## config.mk

```make
export PLATFORM = sky130hd
export DESIGN_NAME = stick_command_conditioner
export DESIGN_NICKNAME = d
export VERILOG_FILES = /design/src/design/scc_pkg.sv /design/src/design/scc_front.sv /design/src/design/scc_queue.sv /design/src/design/scc_back.sv /design/src/design/stick_command_conditioner.sv
export SDC_FILE = /design/constraint.sdc
export NUM_CORES = 2
export LEC_CHECK = 0
export BUFFER_PORTS_ARGS = -buffer_cell sky130_fd_sc_hd__buf_2
export CAP_MARGIN = 20
export CORE_MARGIN = 3
export CORE_UTILIZATION = 30
export DETAILED_ROUTE_END_ITERATION = 10
export GPL_TIMING_DRIVEN = 0
export PLACE_DENSITY = 0.44
export SLEW_MARGIN = 30
export SYNTH_ARGS = -nofsm -noshare
export SYNTH_HDL_FRONTEND = slang
export SYNTH_SLANG_ARGS = --single-unit
```

## constraint.sdc

```tcl
create_clock -name clock -period 8 [get_ports clock]
set_input_delay 0.4 -clock clock [delete_from_list [all_inputs] [get_ports clock]]
set_output_delay 0.4 -clock clock [all_outputs]
set_load 0.05 [all_outputs]
```

## src/design/scc_pkg.sv

```systemverilog
// ----------------------------------------------------------------------------
// scc_pkg: shared types and constants of the stick command conditioner
// Field widths, stick offsets and spans, reciprocal constants for the
// divisions by fixed spans, register indexes and the record types that
// travel between the front, the queue and the back.
// ----------------------------------------------------------------------------
package scc_pkg;

   localparam int ADC_FULL_SCALE = 4095;

   localparam int RAW_W      = 12;
   localparam int FULL_W     = 10;
   localparam int DB_W       = 8;
   localparam int ANGLE_W    = 7;
   localparam int PROD_W     = RAW_W + FULL_W + 1;
   localparam int QUOT_W     = FULL_W + 1;
   localparam int STEP_W     = QUOT_W + 1;
   localparam int CMD_W      = 11;
   localparam int THR_CMD_W  = 10;
   localparam int MILLI_W    = 20;
   localparam int SUM_W      = MILLI_W + 2;

   localparam int CSR_INDEX_W = 3;
   localparam int CSR_DATA_W  = 10;

   localparam int QUEUE_DEPTH = 4;
   localparam int PTR_W       = $clog2(QUEUE_DEPTH);
   localparam int CNT_W       = $clog2(QUEUE_DEPTH + 1);

   // throttle offset held in hundredths, the others in whole counts
   localparam int HUND         = 100;
   localparam int THR_OFS_HUND = 15795;
   localparam int YAW_OFS      = 128;
   localparam int PITCH_OFS    = 150;
   localparam int ROLL_OFS     = 142;

   localparam int THR_HI_HUND = ADC_FULL_SCALE * HUND - THR_OFS_HUND;
   localparam int THR_SPAN    = THR_HI_HUND / HUND - THR_OFS_HUND / HUND;
   localparam int YAW_SPAN    = ADC_FULL_SCALE - 2 * YAW_OFS;
   localparam int PITCH_SPAN  = ADC_FULL_SCALE - 2 * PITCH_OFS;
   localparam int ROLL_SPAN   = ADC_FULL_SCALE - 2 * ROLL_OFS;

   // floor(n / span) = (n * ceil(2^k / span)) >> k for every n below 2^PROD_W
   localparam int RECIP_SHIFT = PROD_W + RAW_W;
   localparam int RECIP_W     = RECIP_SHIFT - RAW_W + 2;
   localparam int MUL_W       = PROD_W + RECIP_W;

   localparam logic [RECIP_W-1:0] THR_RECIP =
      RECIP_W'(((64'd1 << RECIP_SHIFT) + THR_SPAN - 1) / THR_SPAN);
   localparam logic [RECIP_W-1:0] YAW_RECIP =
      RECIP_W'(((64'd1 << RECIP_SHIFT) + YAW_SPAN - 1) / YAW_SPAN);
   localparam logic [RECIP_W-1:0] PITCH_RECIP =
      RECIP_W'(((64'd1 << RECIP_SHIFT) + PITCH_SPAN - 1) / PITCH_SPAN);
   localparam logic [RECIP_W-1:0] ROLL_RECIP =
      RECIP_W'(((64'd1 << RECIP_SHIFT) + ROLL_SPAN - 1) / ROLL_SPAN);

   // thousandths to whole units
   localparam int MILLI_PER_UNIT = 1000;
   localparam int THOU_SHIFT     = MILLI_W + 10;
   localparam int THOU_W         = THOU_SHIFT - 10 + 1;
   localparam int THOU_MUL_W     = MILLI_W + THOU_W;
   localparam logic [THOU_W-1:0] THOU_RECIP =
      THOU_W'(((64'd1 << THOU_SHIFT) + MILLI_PER_UNIT - 1) / MILLI_PER_UNIT);

   typedef enum logic [CSR_INDEX_W-1:0] {
      REG_THROTTLE_STEP_MAX = 3'd0,
      REG_THROTTLE_DEADBAND = 3'd1,
      REG_THROTTLE_LIMIT    = 3'd2,
      REG_YAW_RATE_MAX      = 3'd3,
      REG_ROLL_RATE_MAX     = 3'd4,
      REG_ROLL_ANGLE_MAX    = 3'd5
   } reg_index_type;

   typedef struct packed {
      logic [FULL_W-1:0]  throttle_step_max;
      logic [DB_W-1:0]    throttle_deadband;
      logic [FULL_W-1:0]  throttle_limit;
      logic [FULL_W-1:0]  yaw_rate_max;
      logic [FULL_W-1:0]  roll_rate_max;
      logic [ANGLE_W-1:0] roll_angle_max;
   } cfg_type;

   typedef struct packed {
      logic [PROD_W-1:0] thr_n;
      logic [PROD_W-1:0] yaw_n;
      logic [PROD_W-1:0] pitch_n;
      logic [PROD_W-1:0] roll_n;
      logic              gyro;
   } entry_type;

   typedef struct packed {
      logic gyro;
      logic button_last;
   } front_status_type;

   typedef struct packed {
      logic empty;
      logic full;
   } queue_status_type;

   localparam logic [FULL_W-1:0]  RST_THROTTLE_STEP_MAX = 10'd230;
   localparam logic [DB_W-1:0]    RST_THROTTLE_DEADBAND = 8'd7;
   localparam logic [FULL_W-1:0]  RST_THROTTLE_LIMIT    = 10'd1000;
   localparam logic [FULL_W-1:0]  RST_YAW_RATE_MAX      = 10'd360;
   localparam logic [FULL_W-1:0]  RST_ROLL_RATE_MAX     = 10'd360;
   localparam logic [ANGLE_W-1:0] RST_ROLL_ANGLE_MAX    = 7'd15;

   function automatic logic [FULL_W-1:0] attitude_scale(cfg_type cfg, logic gyro);
      return gyro ? cfg.roll_rate_max : {{(FULL_W - ANGLE_W){1'b0}}, cfg.roll_angle_max};
   endfunction

endpackage

```

## src/design/scc_front.sv

```systemverilog
// ----------------------------------------------------------------------------
// scc_front: sample intake
// Clamps each stick sample onto its span, forms the scaled numerators and
// tracks the mode button, toggling gyro mode on a confirmed press.
// ----------------------------------------------------------------------------
module scc_front
   import scc_pkg::*;
(
   input  logic               clock,
   input  logic               reset,
   input  cfg_type            cfg,
   input  logic               accept,
   input  logic [RAW_W-1:0]   throttle_stick,
   input  logic [RAW_W-1:0]   yaw_stick,
   input  logic [RAW_W-1:0]   pitch_stick,
   input  logic [RAW_W-1:0]   roll_stick,
   input  logic               button_first,
   input  logic               button_recheck,
   output entry_type          entry,
   output front_status_type   status
);

   logic             button_last_ff, button_last_in;
   logic             mode_ff, mode_in;
   logic [RAW_W-1:0] thr_d, yaw_d, pitch_d, roll_d;
   logic [FULL_W-1:0] att_full;
   logic             press;

   always_ff @(posedge clock) begin
      if (reset) begin
         button_last_ff <= 1'b1;
         mode_ff        <= 1'b0;
      end else if (accept) begin
         button_last_ff <= button_last_in;
         mode_ff        <= mode_in;
      end
   end

   always_comb begin
      press          = !button_first && button_last_ff;
      button_last_in = press ? button_recheck : button_first;
      mode_in        = mode_ff ^ (press && !button_recheck);
   end

   always_comb begin
      thr_d   = (throttle_stick > RAW_W'(THR_SPAN))   ? RAW_W'(THR_SPAN)   : throttle_stick;
      yaw_d   = (yaw_stick      > RAW_W'(YAW_SPAN))   ? RAW_W'(YAW_SPAN)   : yaw_stick;
      pitch_d = (pitch_stick    > RAW_W'(PITCH_SPAN)) ? RAW_W'(PITCH_SPAN) : pitch_stick;
      roll_d  = (roll_stick     > RAW_W'(ROLL_SPAN))  ? RAW_W'(ROLL_SPAN)  : roll_stick;
      att_full = attitude_scale(cfg, mode_in);

      entry.thr_n   = PROD_W'(thr_d)   * PROD_W'({cfg.throttle_step_max, 1'b0});
      entry.yaw_n   = PROD_W'(yaw_d)   * PROD_W'({cfg.yaw_rate_max, 1'b0});
      entry.pitch_n = PROD_W'(pitch_d) * PROD_W'({att_full, 1'b0});
      entry.roll_n  = PROD_W'(roll_d)  * PROD_W'({att_full, 1'b0});
      entry.gyro    = mode_in;
   end

   assign status.gyro        = mode_ff;
   assign status.button_last = button_last_ff;

endmodule

```

## src/design/scc_queue.sv

```systemverilog
// ----------------------------------------------------------------------------
// scc_queue: short queue between front and back
// Holds classified items so that the intake and the command pipeline
// stall independently. Depth is a power of two.
// ----------------------------------------------------------------------------
module scc_queue
   import scc_pkg::*;
(
   input  logic             clock,
   input  logic             reset,
   input  logic             push,
   input  entry_type        push_entry,
   input  logic             pop,
   output entry_type        pop_entry,
   output queue_status_type status
);

   entry_type        mem_ff [QUEUE_DEPTH];
   logic [PTR_W-1:0] wr_ptr_ff, wr_ptr_in;
   logic [PTR_W-1:0] rd_ptr_ff, rd_ptr_in;
   logic [CNT_W-1:0] count_ff, count_in;

   always_ff @(posedge clock) begin
      if (push) begin
         mem_ff[wr_ptr_ff] <= push_entry;
      end
   end

   always_ff @(posedge clock) begin
      if (reset) begin
         wr_ptr_ff <= '0;
         rd_ptr_ff <= '0;
         count_ff  <= '0;
      end else begin
         wr_ptr_ff <= wr_ptr_in;
         rd_ptr_ff <= rd_ptr_in;
         count_ff  <= count_in;
      end
   end

   always_comb begin
      wr_ptr_in = push ? wr_ptr_ff + 1'b1 : wr_ptr_ff;
      rd_ptr_in = pop  ? rd_ptr_ff + 1'b1 : rd_ptr_ff;
      count_in  = count_ff + CNT_W'(push) - CNT_W'(pop);
   end

   assign pop_entry    = mem_ff[rd_ptr_ff];
   assign status.empty = (count_ff == '0);
   assign status.full  = (count_ff == CNT_W'(QUEUE_DEPTH));

endmodule

```

## src/design/scc_back.sv

```systemverilog
// ----------------------------------------------------------------------------
// scc_back: command pipeline
// Three stages: reciprocal division by the fixed spans, offset removal
// with throttle deadband and accumulate, then whole-unit throttle and the
// result register.
// ----------------------------------------------------------------------------
module scc_back
   import scc_pkg::*;
(
   input  logic                       clock,
   input  logic                       reset,
   input  cfg_type                    cfg,
   input  logic                       q_valid,
   input  entry_type                  q_entry,
   output logic                       q_pop,
   output logic                       rsp_valid,
   input  logic                       rsp_stall,
   output logic [THR_CMD_W-1:0]       rsp_throttle_cmd,
   output logic signed [CMD_W-1:0]    rsp_yaw_cmd,
   output logic signed [CMD_W-1:0]    rsp_pitch_cmd,
   output logic signed [CMD_W-1:0]    rsp_roll_cmd,
   output logic                       rsp_gyro_mode
);

   logic ready1, ready2, ready3, load2, load3;

   logic              s1_valid_ff, s1_valid_in;
   logic [QUOT_W-1:0] s1_thr_ff, s1_yaw_ff, s1_pitch_ff, s1_roll_ff;
   logic [QUOT_W-1:0] s1_thr_in, s1_yaw_in, s1_pitch_in, s1_roll_in;
   logic              s1_gyro_ff;
   logic [MUL_W-1:0]  thr_mul, yaw_mul, pitch_mul, roll_mul;

   logic                     s2_valid_ff, s2_valid_in;
   logic signed [CMD_W-1:0]  s2_yaw_ff, s2_pitch_ff, s2_roll_ff;
   logic signed [CMD_W-1:0]  s2_yaw_in, s2_pitch_in, s2_roll_in;
   logic [MILLI_W-1:0]       s2_milli_ff;
   logic                     s2_gyro_ff;
   logic [MILLI_W-1:0]       milli_ff, milli_in;
   logic signed [STEP_W-1:0] thr_step, yaw_step, pitch_step, roll_step, thr_mag;
   logic signed [SUM_W-1:0]  sum;
   logic [MILLI_W-1:0]       lim_milli;
   logic [FULL_W-1:0]        att_full;

   logic                  s3_valid_ff, s3_valid_in;
   logic [THR_CMD_W-1:0]  s3_thr_ff, s3_thr_in;
   logic signed [CMD_W-1:0] s3_yaw_ff, s3_pitch_ff, s3_roll_ff;
   logic                  s3_gyro_ff;
   logic [THOU_MUL_W-1:0] thou_mul;

   always_comb begin
      ready3 = !s3_valid_ff || !rsp_stall;
      ready2 = !s2_valid_ff || ready3;
      ready1 = !s1_valid_ff || ready2;
      q_pop  = q_valid && ready1;
      load2  = s1_valid_ff && ready2;
      load3  = s2_valid_ff && ready3;

      s1_valid_in = q_pop  || (s1_valid_ff && !ready2);
      s2_valid_in = load2  || (s2_valid_ff && !ready3);
      s3_valid_in = load3  || (s3_valid_ff && rsp_stall);
   end

   always_ff @(posedge clock) begin
      if (reset) begin
         s1_valid_ff <= 1'b0;
         s2_valid_ff <= 1'b0;
         s3_valid_ff <= 1'b0;
         milli_ff    <= '0;
      end else begin
         s1_valid_ff <= s1_valid_in;
         s2_valid_ff <= s2_valid_in;
         s3_valid_ff <= s3_valid_in;
         if (load2) begin
            milli_ff <= milli_in;
         end
      end
   end

   // stage 1: divide the numerators by the fixed spans
   always_comb begin
      thr_mul   = MUL_W'(q_entry.thr_n)   * MUL_W'(THR_RECIP);
      yaw_mul   = MUL_W'(q_entry.yaw_n)   * MUL_W'(YAW_RECIP);
      pitch_mul = MUL_W'(q_entry.pitch_n) * MUL_W'(PITCH_RECIP);
      roll_mul  = MUL_W'(q_entry.roll_n)  * MUL_W'(ROLL_RECIP);
      s1_thr_in   = thr_mul[RECIP_SHIFT +: QUOT_W];
      s1_yaw_in   = yaw_mul[RECIP_SHIFT +: QUOT_W];
      s1_pitch_in = pitch_mul[RECIP_SHIFT +: QUOT_W];
      s1_roll_in  = roll_mul[RECIP_SHIFT +: QUOT_W];
   end

   always_ff @(posedge clock) begin
      if (q_pop) begin
         s1_thr_ff   <= s1_thr_in;
         s1_yaw_ff   <= s1_yaw_in;
         s1_pitch_ff <= s1_pitch_in;
         s1_roll_ff  <= s1_roll_in;
         s1_gyro_ff  <= q_entry.gyro;
      end
   end

   // stage 2: remove full scale, deadband and accumulate throttle
   always_comb begin
      att_full   = attitude_scale(cfg, s1_gyro_ff);
      thr_step   = $signed({1'b0, s1_thr_ff})   - $signed({2'b00, cfg.throttle_step_max});
      yaw_step   = $signed({1'b0, s1_yaw_ff})   - $signed({2'b00, cfg.yaw_rate_max});
      pitch_step = $signed({1'b0, s1_pitch_ff}) - $signed({2'b00, att_full});
      roll_step  = $signed({1'b0, s1_roll_ff})  - $signed({2'b00, att_full});
      thr_mag    = thr_step[STEP_W-1] ? -thr_step : thr_step;

      lim_milli = MILLI_W'(32'(cfg.throttle_limit) * MILLI_PER_UNIT);
      sum       = $signed({2'b00, milli_ff});
      if (thr_mag > $signed({{(STEP_W - DB_W){1'b0}}, cfg.throttle_deadband})) begin
         sum = sum + {{(SUM_W - STEP_W){thr_step[STEP_W-1]}}, thr_step};
      end
      if (sum[SUM_W-1]) begin
         milli_in = '0;
      end else if (sum[SUM_W-2:0] > {1'b0, lim_milli}) begin
         milli_in = lim_milli;
      end else begin
         milli_in = sum[MILLI_W-1:0];
      end

      s2_yaw_in   = yaw_step[CMD_W-1:0];
      s2_pitch_in = pitch_step[CMD_W-1:0];
      s2_roll_in  = roll_step[CMD_W-1:0];
   end

   always_ff @(posedge clock) begin
      if (load2) begin
         s2_yaw_ff   <= s2_yaw_in;
         s2_pitch_ff <= s2_pitch_in;
         s2_roll_ff  <= s2_roll_in;
         s2_milli_ff <= milli_in;
         s2_gyro_ff  <= s1_gyro_ff;
      end
   end

   // stage 3: whole throttle units, result register
   always_comb begin
      thou_mul  = THOU_MUL_W'(s2_milli_ff) * THOU_MUL_W'(THOU_RECIP);
      s3_thr_in = thou_mul[THOU_SHIFT +: THR_CMD_W];
   end

   always_ff @(posedge clock) begin
      if (load3) begin
         s3_thr_ff   <= s3_thr_in;
         s3_yaw_ff   <= s2_yaw_ff;
         s3_pitch_ff <= s2_pitch_ff;
         s3_roll_ff  <= s2_roll_ff;
         s3_gyro_ff  <= s2_gyro_ff;
      end
   end

   assign rsp_valid        = s3_valid_ff;
   assign rsp_throttle_cmd = s3_thr_ff;
   assign rsp_yaw_cmd      = s3_yaw_ff;
   assign rsp_pitch_cmd    = s3_pitch_ff;
   assign rsp_roll_cmd     = s3_roll_ff;
   assign rsp_gyro_mode    = s3_gyro_ff;

endmodule

```

## src/design/stick_command_conditioner.sv

```systemverilog
// ----------------------------------------------------------------------------
// stick_command_conditioner: stick samples to flight commands
// Throughput: one item per cycle while rsp_stall is low, set by the
// three-stage command pipeline; a 4-entry queue and the stage registers
// absorb output stalls. Each input is queued, then registered by stages 1-3.
// Reset: synchronous; restores register defaults, clears the throttle
// accumulator, selects angle mode with the button released; no clearing pass.
// ----------------------------------------------------------------------------
module stick_command_conditioner
   import scc_pkg::*;
(
   input  logic                     clock,
   input  logic                     reset,

   input  logic                     req_valid,
   output logic                     req_stall,
   input  logic [RAW_W-1:0]         req_throttle_stick,
   input  logic [RAW_W-1:0]         req_yaw_stick,
   input  logic [RAW_W-1:0]         req_pitch_stick,
   input  logic [RAW_W-1:0]         req_roll_stick,
   input  logic                     req_button_first,
   input  logic                     req_button_recheck,

   output logic                     rsp_valid,
   input  logic                     rsp_stall,
   output logic [THR_CMD_W-1:0]     rsp_throttle_cmd,
   output logic signed [CMD_W-1:0]  rsp_yaw_cmd,
   output logic signed [CMD_W-1:0]  rsp_pitch_cmd,
   output logic signed [CMD_W-1:0]  rsp_roll_cmd,
   output logic                     rsp_gyro_mode,

   input  logic                     csr_valid,
   output logic                     csr_ready,
   input  logic [CSR_INDEX_W-1:0]   csr_index,
   input  logic [CSR_DATA_W-1:0]    csr_wdata
);

   cfg_type          cfg_ff, cfg_in;
   entry_type        front_entry, q_entry;
   front_status_type front_status;
   queue_status_type queue_status;
   logic             req_accept, q_pop;

   assign csr_ready  = 1'b1;
   assign req_stall  = queue_status.full;
   assign req_accept = req_valid && !req_stall;

   always_comb begin
      cfg_in = cfg_ff;
      if (csr_valid) begin
         unique case (csr_index)
            REG_THROTTLE_STEP_MAX: cfg_in.throttle_step_max = csr_wdata[FULL_W-1:0];
            REG_THROTTLE_DEADBAND: cfg_in.throttle_deadband = csr_wdata[DB_W-1:0];
            REG_THROTTLE_LIMIT:    cfg_in.throttle_limit    = csr_wdata[FULL_W-1:0];
            REG_YAW_RATE_MAX:      cfg_in.yaw_rate_max      = csr_wdata[FULL_W-1:0];
            REG_ROLL_RATE_MAX:     cfg_in.roll_rate_max     = csr_wdata[FULL_W-1:0];
            REG_ROLL_ANGLE_MAX:    cfg_in.roll_angle_max    = csr_wdata[ANGLE_W-1:0];
            default: ;
         endcase
      end
   end

   always_ff @(posedge clock) begin
      if (reset) begin
         cfg_ff.throttle_step_max <= RST_THROTTLE_STEP_MAX;
         cfg_ff.throttle_deadband <= RST_THROTTLE_DEADBAND;
         cfg_ff.throttle_limit    <= RST_THROTTLE_LIMIT;
         cfg_ff.yaw_rate_max      <= RST_YAW_RATE_MAX;
         cfg_ff.roll_rate_max     <= RST_ROLL_RATE_MAX;
         cfg_ff.roll_angle_max    <= RST_ROLL_ANGLE_MAX;
      end else begin
         cfg_ff <= cfg_in;
      end
   end

   scc_front u_front (
      .clock          (clock),
      .reset          (reset),
      .cfg            (cfg_ff),
      .accept         (req_accept),
      .throttle_stick (req_throttle_stick),
      .yaw_stick      (req_yaw_stick),
      .pitch_stick    (req_pitch_stick),
      .roll_stick     (req_roll_stick),
      .button_first   (req_button_first),
      .button_recheck (req_button_recheck),
      .entry          (front_entry),
      .status         (front_status)
   );

   scc_queue u_queue (
      .clock      (clock),
      .reset      (reset),
      .push       (req_accept),
      .push_entry (front_entry),
      .pop        (q_pop),
      .pop_entry  (q_entry),
      .status     (queue_status)
   );

   scc_back u_back (
      .clock            (clock),
      .reset            (reset),
      .cfg              (cfg_ff),
      .q_valid          (!queue_status.empty),
      .q_entry          (q_entry),
      .q_pop            (q_pop),
      .rsp_valid        (rsp_valid),
      .rsp_stall        (rsp_stall),
      .rsp_throttle_cmd (rsp_throttle_cmd),
      .rsp_yaw_cmd      (rsp_yaw_cmd),
      .rsp_pitch_cmd    (rsp_pitch_cmd),
      .rsp_roll_cmd     (rsp_roll_cmd),
      .rsp_gyro_mode    (rsp_gyro_mode)
   );

   a_reset_clears: assert property (@(posedge clock)
      reset |=> !rsp_valid && !req_stall)
      else $error("pipeline or queue not empty after reset");

   a_mode_holds: assert property (@(posedge clock) disable iff (reset)
      !req_accept |=> $stable(front_status))
      else $error("button state changed without an input transfer");

   a_queue_fills: assert property (@(posedge clock) disable iff (reset)
      req_accept && queue_status.empty |=> !queue_status.empty)
      else $error("transfer into empty queue was lost");

endmodule
```

-- Word-level counts from Yosys, hierarchy flattened
Memory sizes are Yosys's and may differ from the RTL's. A register that Yosys moved wholly into a read port is not among the register bits.
Index checks and enable logic that the tools add are counted.
- register bits: 230
- bits in writable memories: 356
- input port bits: 68
- memories: 1
- memories (memory ; depth ; width ; read ports ; clocked after memory_dff ; wr ports ; line ; RTL):
    u_queue.mem_ff ; 4 ; 89 ; 1 ; 1 ; 1 ; scc_queue.sv:18 ; entry_type mem_ff [QUEUE_DEPTH];
- add/subtract/negate cells: 10
- $mul: 10
- magnitude comparators: 6
- equal/unequal tests: 6
- muxes and demuxes: 15
- bitwise gates (word level): 1
- reductions and logical operators: 33
- operators by type and width (kind ; count):
    $mul A23 B23 Y45 const B ; 3
    $mul A12 B10 Y22 ; 4
    $mux W12 ; 5
    $gt A12 B12 Y1 const B ; 4
    $mul A23 B22 Y44 const B ; 1
    $mux W20 ; 2
    $mul A20 B20 Y39 const B ; 1
    $sub A11 B10 Y11 ; 3
    $add A21 B12 Y22 ; 1
    $mux W22 ; 1
    $gt A21 B20 Y1 ; 1
    $mux W10 ; 2
    $mul A10 B7 Y17 const B ; 1
    $gt A12 B9 Y1 ; 1
    $neg A12 Y12 ; 1
    $reduce_and A2 Y1 ; 6
    $sub A11 B10 Y12 ; 1
    $logic_not A1 Y1 ; 10
    $eq A3 B3 Y1 const B ; 3
    $logic_and A1 B1 Y1 ; 9
    $eq A3 B2 Y1 const B ; 2
    $logic_not A3 Y1 ; 2
    $logic_or A1 B1 Y1 ; 6
    $add A2 B1 Y2 const B ; 2
    6 further kinds ; 9

-- Logic depth before layout (Yosys ltp)
- depth in word-level cells: 8
- mapped depth: 37
- gate-level depth less buffers: 31

-- By module
From an unflattened synthesis, not the netlist that was laid out.
- cells, all modules: 7134
- area total of the unflattened synthesis: 77854.7 sq um
- by module, submodules not included (module ; times used ; cells each ; area each (sq um) ; seq. area each (sq um)):
    scc_back ; 1 ; 4423 ; 45462.4 ; 4754.6
    scc_front ; 1 ; 1974 ; 16343.2 ; 40.0
    scc_queue ; 1 ; 527 ; 13857.0 ; 11350.9
    stick_command_conditioner ; 1 ; 210 ; 2192.1 ; 1101.1

-- Worst setup path before layout
No wires, ideal clock.
- path kind: register to register
- start point: register with a tool-made name
- end point: register u_back.s1_pitch_ff[10] (data pin)
- setup time: 0.260 ns
- arrival time: 8.079 ns
- data required time: 7.740 ns
- slack: -0.339 ns
- cell stages (with the launch flop): 30
- path buffers: 3
- period minus slack after synthesis: 8.339 ns
- cell sequence: dfxtp_1 > buf_6 > clkbuf_1 > buf_1 > mux4_2 > fa_1 > inv_1 > fa_1 > inv_1 > fa_1 > inv_1 > fa_1 > fa_1 > inv_1 > fa_1 > inv_1 > fa_1 > inv_1 > ha_1 > a21oi_1 > nand2_1 > nor4_1 > nor4_1 > or3_1 > a31oi_1 > o211ai_1 > a21oi_1 > o21bai_1 > a21oi_1 > xnor2_1
- RTL lines (what ; line ; RTL):
    end signal, assigned ; scc_back.sv:95 ; s1_pitch_ff <= s1_pitch_in;
    end, declared ; scc_back.sv:28 ; logic [QUOT_W-1:0] s1_thr_ff, s1_yaw_ff, s1_pitch_ff, s1_roll_ff;

==> metrics.log <==
[metrics] maximum buffer depth of the clock tree: 3
[metrics] actual transition at the worst max-transition pin: 912 ps
[metrics] number of register bits inferred by synthesis: 588
[metrics] dominant delay contributor by cell family on the critical path: adder cells
[metrics] Post-synth EDFFs: between 400 and 500
[metrics] Die X: 504 um
[metrics] clk sink count: 588
[metrics] CP Capture Point: u_back.s1_thr_ff[10]$_DFFE_PP_
[metrics] worst endpoint data arrival time: 8360 ps
[metrics] wire length per cell: 18.4 um
[metrics] final std cells w/o fill: about 11k
[metrics] fraction of layout instances using a drive strength above 1: 9.06%
[metrics] stage delay of the slowest cell on the critical path: 690 ps
[metrics] outcome: finished, final reports clean
[metrics] Area after DPL: 79700 um2
[metrics] Period minus WS final: 7980 ps
[metrics] Total Routing Usage GR: approximately 15%
[metrics] synthesized instance count: 6821
[metrics] mean area per synthesized cell: between 10 and 15 um2
[metrics] cells on worst reg2reg path: 25
[metrics] final count of pins violating max slew: 0
[metrics] floorplan die area: 254000 um2
[metrics] Worst Path Max Fanout: 6
[metrics] class of the worst hold path: in -> reg
[metrics] maximum level of the CTS H-tree: 3
[metrics] final weighted congestion in routability-driven placement: 0.855
[metrics] maximum frequency from static timing analysis: 125 MHz
[metrics] hold_ws: approximately 75 ps
[metrics] maximum number of pins on one net before global-route repair: 38
[metrics] Worst path depth: 25
[metrics] DRC viols: 0
[metrics] starting utilization of the core area: 30.2%
[metrics] DRT iter0 DRCs: 1981
[metrics] category of the worst setup path capture point: flip-flop
[metrics] type of the setup path with the least slack: reg -> reg
[metrics] commonest register cell after synthesis: sky130_fd_sc_hd__edfxtp_1
[metrics] Yosys warning total: 0
[metrics] total number of nets in the final design: 9617
[metrics] row count: 182
[metrics] count of cell types in the netlist: 86
[metrics] Chip Height: about 500 um
[metrics] Critical Path Most Common Cell: sky130_fd_sc_hd__fa_1
[metrics] cell area after synthesis: around 75000 um2
[metrics] data required time at the worst endpoint: 8390 ps
[metrics] clk slew on worst S/H paths: approximately 60 ps
[metrics] clock network latency to the later pin of the worst-skew pair: 680 ps
[metrics] Syn-to-layout area delta: 12.7%
[metrics] number of CTS-inserted buffers: 69
[metrics] fin area: 84000 um2
[metrics] CTS Root Buffer Type: sky130_fd_sc_hd__clkbuf_16
[metrics] count of buffering cells on the critical path with inverters included: 5
[metrics] wire length of the first global-routing pass: 303000 um
[metrics] Slowest cell on crit path: sky130_fd_sc_hd__mux4_2
[metrics] sequential area share after synthesis: between 20 and 25%
[metrics] most frequent standard cell in the layout excluding fill and tap cells: sky130_fd_sc_hd__inv_1
[metrics] total of endpoints with negative setup slack in the final report: 0
[metrics] number of antenna violations at the first check in global routing: 8
[metrics] max cap viols: 0
[metrics] vias in the first global route: 51.5k
[metrics] IO buf count: 112
[metrics] overall via count from detail_route: 47.4k
[metrics] flop2flop setup slack: 20 ps
[metrics] Total Wirelength: ~190000 um
[metrics] first-pass iteration count of the detailed router: 6
[metrics] number of nets produced by synthesis: 9293
[metrics] number of antenna-violating nets in the routed design: 0
[metrics] clock tree from TritonCTS: built
[metrics] placed wire-length estimate: 159000 um
[metrics] final hold vios: 0
[metrics] CP Launch Type: flip-flop
[metrics] count of pins on the block boundary: between 100 and 150
[metrics] worst reg2reg path endpoint: u_back.s1_thr_ff[10]$_DFFE_PP_
[metrics] commonest cells after routing, fill and taps aside: 1619 x sky130_fd_sc_hd__inv_1, 1381 x sky130_fd_sc_hd__ha_1, 991 x sky130_fd_sc_hd__fa_1
[metrics] clk_skew: 32.5 ps
[metrics] residual overflow from global routing: 0
[metrics] core outline area: 247000 um2
[metrics] routed via count divided by cell count: ~4.5
[metrics] post-route clock period utilization: 99.7%
[metrics] Cells after DPL: 10.3k
[metrics] share of async-settable or async-resettable flops after synthesis: 0%
[metrics] remaining max-slew budget at the tightest pin: 38.0%
[metrics] unrepaired setup endpoints after global routing: true
[per-stage QoR]
stage	setup slack [ps]	util [%]	TNS, ps
detailed placement	-2510	32.3	-132750
global placement	-3130	32.1	-192150
global route	-235	34.1	-1180
CTS	-57.1	33.8	-141
floorplan	7.42	-	0
finish	21.7	34.1	0
[cells in the mapped netlist, types with 7 or more instances]
cell                          n  area [um2]
sky130_fd_sc_hd__mux4_2      89        2000
sky130_fd_sc_hd__a21oi_1    179         896
sky130_fd_sc_hd__o21a_1      29         218
sky130_fd_sc_hd__o21ai_0     89         445
sky130_fd_sc_hd__xor2_1      65         569
sky130_fd_sc_hd__inv_1     1631        6120
sky130_fd_sc_hd__mux2_2      16         180
sky130_fd_sc_hd__nand2_1    422        1580
sky130_fd_sc_hd__nor3_1      45         225
sky130_fd_sc_hd__a22o_1       9        78.8
sky130_fd_sc_hd__and2_1     121         757
sky130_fd_sc_hd__dfxtp_1     89        1780
sky130_fd_sc_hd__ha_1      1407       17600
sky130_fd_sc_hd__and3_1      57         357
sky130_fd_sc_hd__edfxtp_1   499       15000
sky130_fd_sc_hd__buf_1       11        41.3
sky130_fd_sc_hd__or2_2       17         106
sky130_fd_sc_hd__a31o_2       7        61.3
sky130_fd_sc_hd__nor2b_1     47         294
sky130_fd_sc_hd__nand2b_1    62         388
sky130_fd_sc_hd__a21o_1      59         443
sky130_fd_sc_hd__clkbuf_1   106         398
sky130_fd_sc_hd__o22ai_1      9        56.3
sky130_fd_sc_hd__a211oi_1    25         188
sky130_fd_sc_hd__xnor2_1    134        1170
sky130_fd_sc_hd__a41oi_1      7        61.3
sky130_fd_sc_hd__fa_1       997       20000
sky130_fd_sc_hd__or3_1       13        81.3
sky130_fd_sc_hd__o21bai_1    16         120
sky130_fd_sc_hd__nor2_1     275        1030
sky130_fd_sc_hd__nand3_1     47         235
sky130_fd_sc_hd__nand3b_1    14         105
sky130_fd_sc_hd__o211ai_1    20         150
sky130_fd_sc_hd__a31oi_1      9        56.3
sky130_fd_sc_hd__mux2i_1     30         300
sky130_fd_sc_hd__nand4_1     22         138
sky130_fd_sc_hd__a211o_1     16         140
sky130_fd_sc_hd__a221oi_1     7        61.3
[worst reg2reg max path, stage by stage (launching register included)]
cell	delay, ps
sky130_fd_sc_hd__dfxtp_2	340
sky130_fd_sc_hd__buf_12	130
sky130_fd_sc_hd__clkbuf_16	200
sky130_fd_sc_hd__buf_16	150
sky130_fd_sc_hd__mux4_2	700
sky130_fd_sc_hd__ha_1	470
sky130_fd_sc_hd__ha_1	380
sky130_fd_sc_hd__fa_1	530
sky130_fd_sc_hd__inv_1	50
sky130_fd_sc_hd__fa_1	500
sky130_fd_sc_hd__fa_1	570
sky130_fd_sc_hd__fa_1	440
sky130_fd_sc_hd__fa_1	500
sky130_fd_sc_hd__inv_1	60
sky130_fd_sc_hd__ha_1	300
sky130_fd_sc_hd__a21oi_2	140
sky130_fd_sc_hd__o21ai_1	100
sky130_fd_sc_hd__a221oi_2	260
sky130_fd_sc_hd__o21ai_2	150
sky130_fd_sc_hd__or3_4	460
sky130_fd_sc_hd__o21ba_4	220
sky130_fd_sc_hd__a41o_1	200
sky130_fd_sc_hd__o21a_1	220
sky130_fd_sc_hd__a211o_1	300
sky130_fd_sc_hd__a21oi_2	180
sky130_fd_sc_hd__xnor2_2	130
[area by class of cell]
type	count	area [um2]
fillers	24800	163000
multi-input cells	4475	51900
flip-flops and latches	588	16800
inverters	1631	6140
well taps	3312	4140
repair buffers	259	2090
clock buffers	85	1800
plain buffers	121	728
clock inverters	34	357
diodes	4	10.0
[state kept, by name, indices dropped and copies added, names as in the netlist, 2 cells and up, named ones only]
register                 cells
u_back.s1_pitch_ff          11
u_back.rsp_roll_cmd         11
u_queue.wr_ptr_ff            2
u_back.s2_yaw_ff            11
u_back.s1_yaw_ff            11
u_back.s1_roll_ff           11
u_back.milli_ff             20
u_queue.count_ff             3
u_queue.rd_ptr_ff            2
u_back.rsp_yaw_cmd          11
u_back.rsp_pitch_cmd        11
u_back.s2_pitch_ff          11
u_back.rsp_throttle_cmd     10
u_back.s2_milli_ff          20
u_queue.mem_ff             356
cfg_ff                      55
u_back.s2_roll_ff           11
u_back.s1_thr_ff            11
[worst min path at each step]
stage          cells after the start                          start  slack, ps                               to
4_1_cts                            3                   csr_wdata[0]          8           cfg_ff[7]$_SDFFE_PP0P_
2_1_floorplan                      0    u_back.s2_gyro_ff$_DFFE_PP_        400   u_back.rsp_gyro_mode$_DFFE_PP_
6_report                           3                   csr_wdata[0]         80           cfg_ff[7]$_SDFFE_PP0P_
5_1_grt                            3                   csr_wdata[0]         40           cfg_ff[7]$_SDFFE_PP0P_
3_5_place_dp                       0    u_back.s2_gyro_ff$_DFFE_PP_        400   u_back.rsp_gyro_mode$_DFFE_PP_
3_3_place_gp                       0  u_back.s2_yaw_ff[0]$_DFFE_PP_        410  u_back.rsp_yaw_cmd[0]$_DFFE_PP_
[per-layer routing]
| metal | vias up | track usage (%) | share of wire [%] |
|---|---|---|---|
| li1 | 22800 | - | - |
| met1 | 23800 | 21.3 | 47 |
| met2 | 601 | 26.2 | 48 |
| met3 | 163 | 1.78 | 3.0 |
| met4 | 0 | 3.14 | 1.9 |
| met5 | - | 0 | 0 |
[kinds of logic after synthesis]
group	after synthesis	share of synthesized area (%)
AND/OR/NAND/NOR	1164	7.35
adder cells (fa/ha/maj)	2404	50.4
XOR/XNOR	200	2.36
multiplexers	135	3.33
flip-flops	588	22.5
buffers and inverters	1758	8.89
AO/OA/AOI/OAI	571	5.17
other	1	0.00503
[what timing repair did]
item                                   4_1_cts  5_1_grt
setup buffers                               80       46
endpoints found under the hold margin        3        0
pin swaps                                   32       26
cloned                                       2        0
setup endpoints to repair                  106       85
gates resized for setup                    166       69
hold buffers                                 2        0
Power is left out: the tool's default activity adds up to more than one toggle a clock period on the data nets, which glitch-free logic cannot reach.
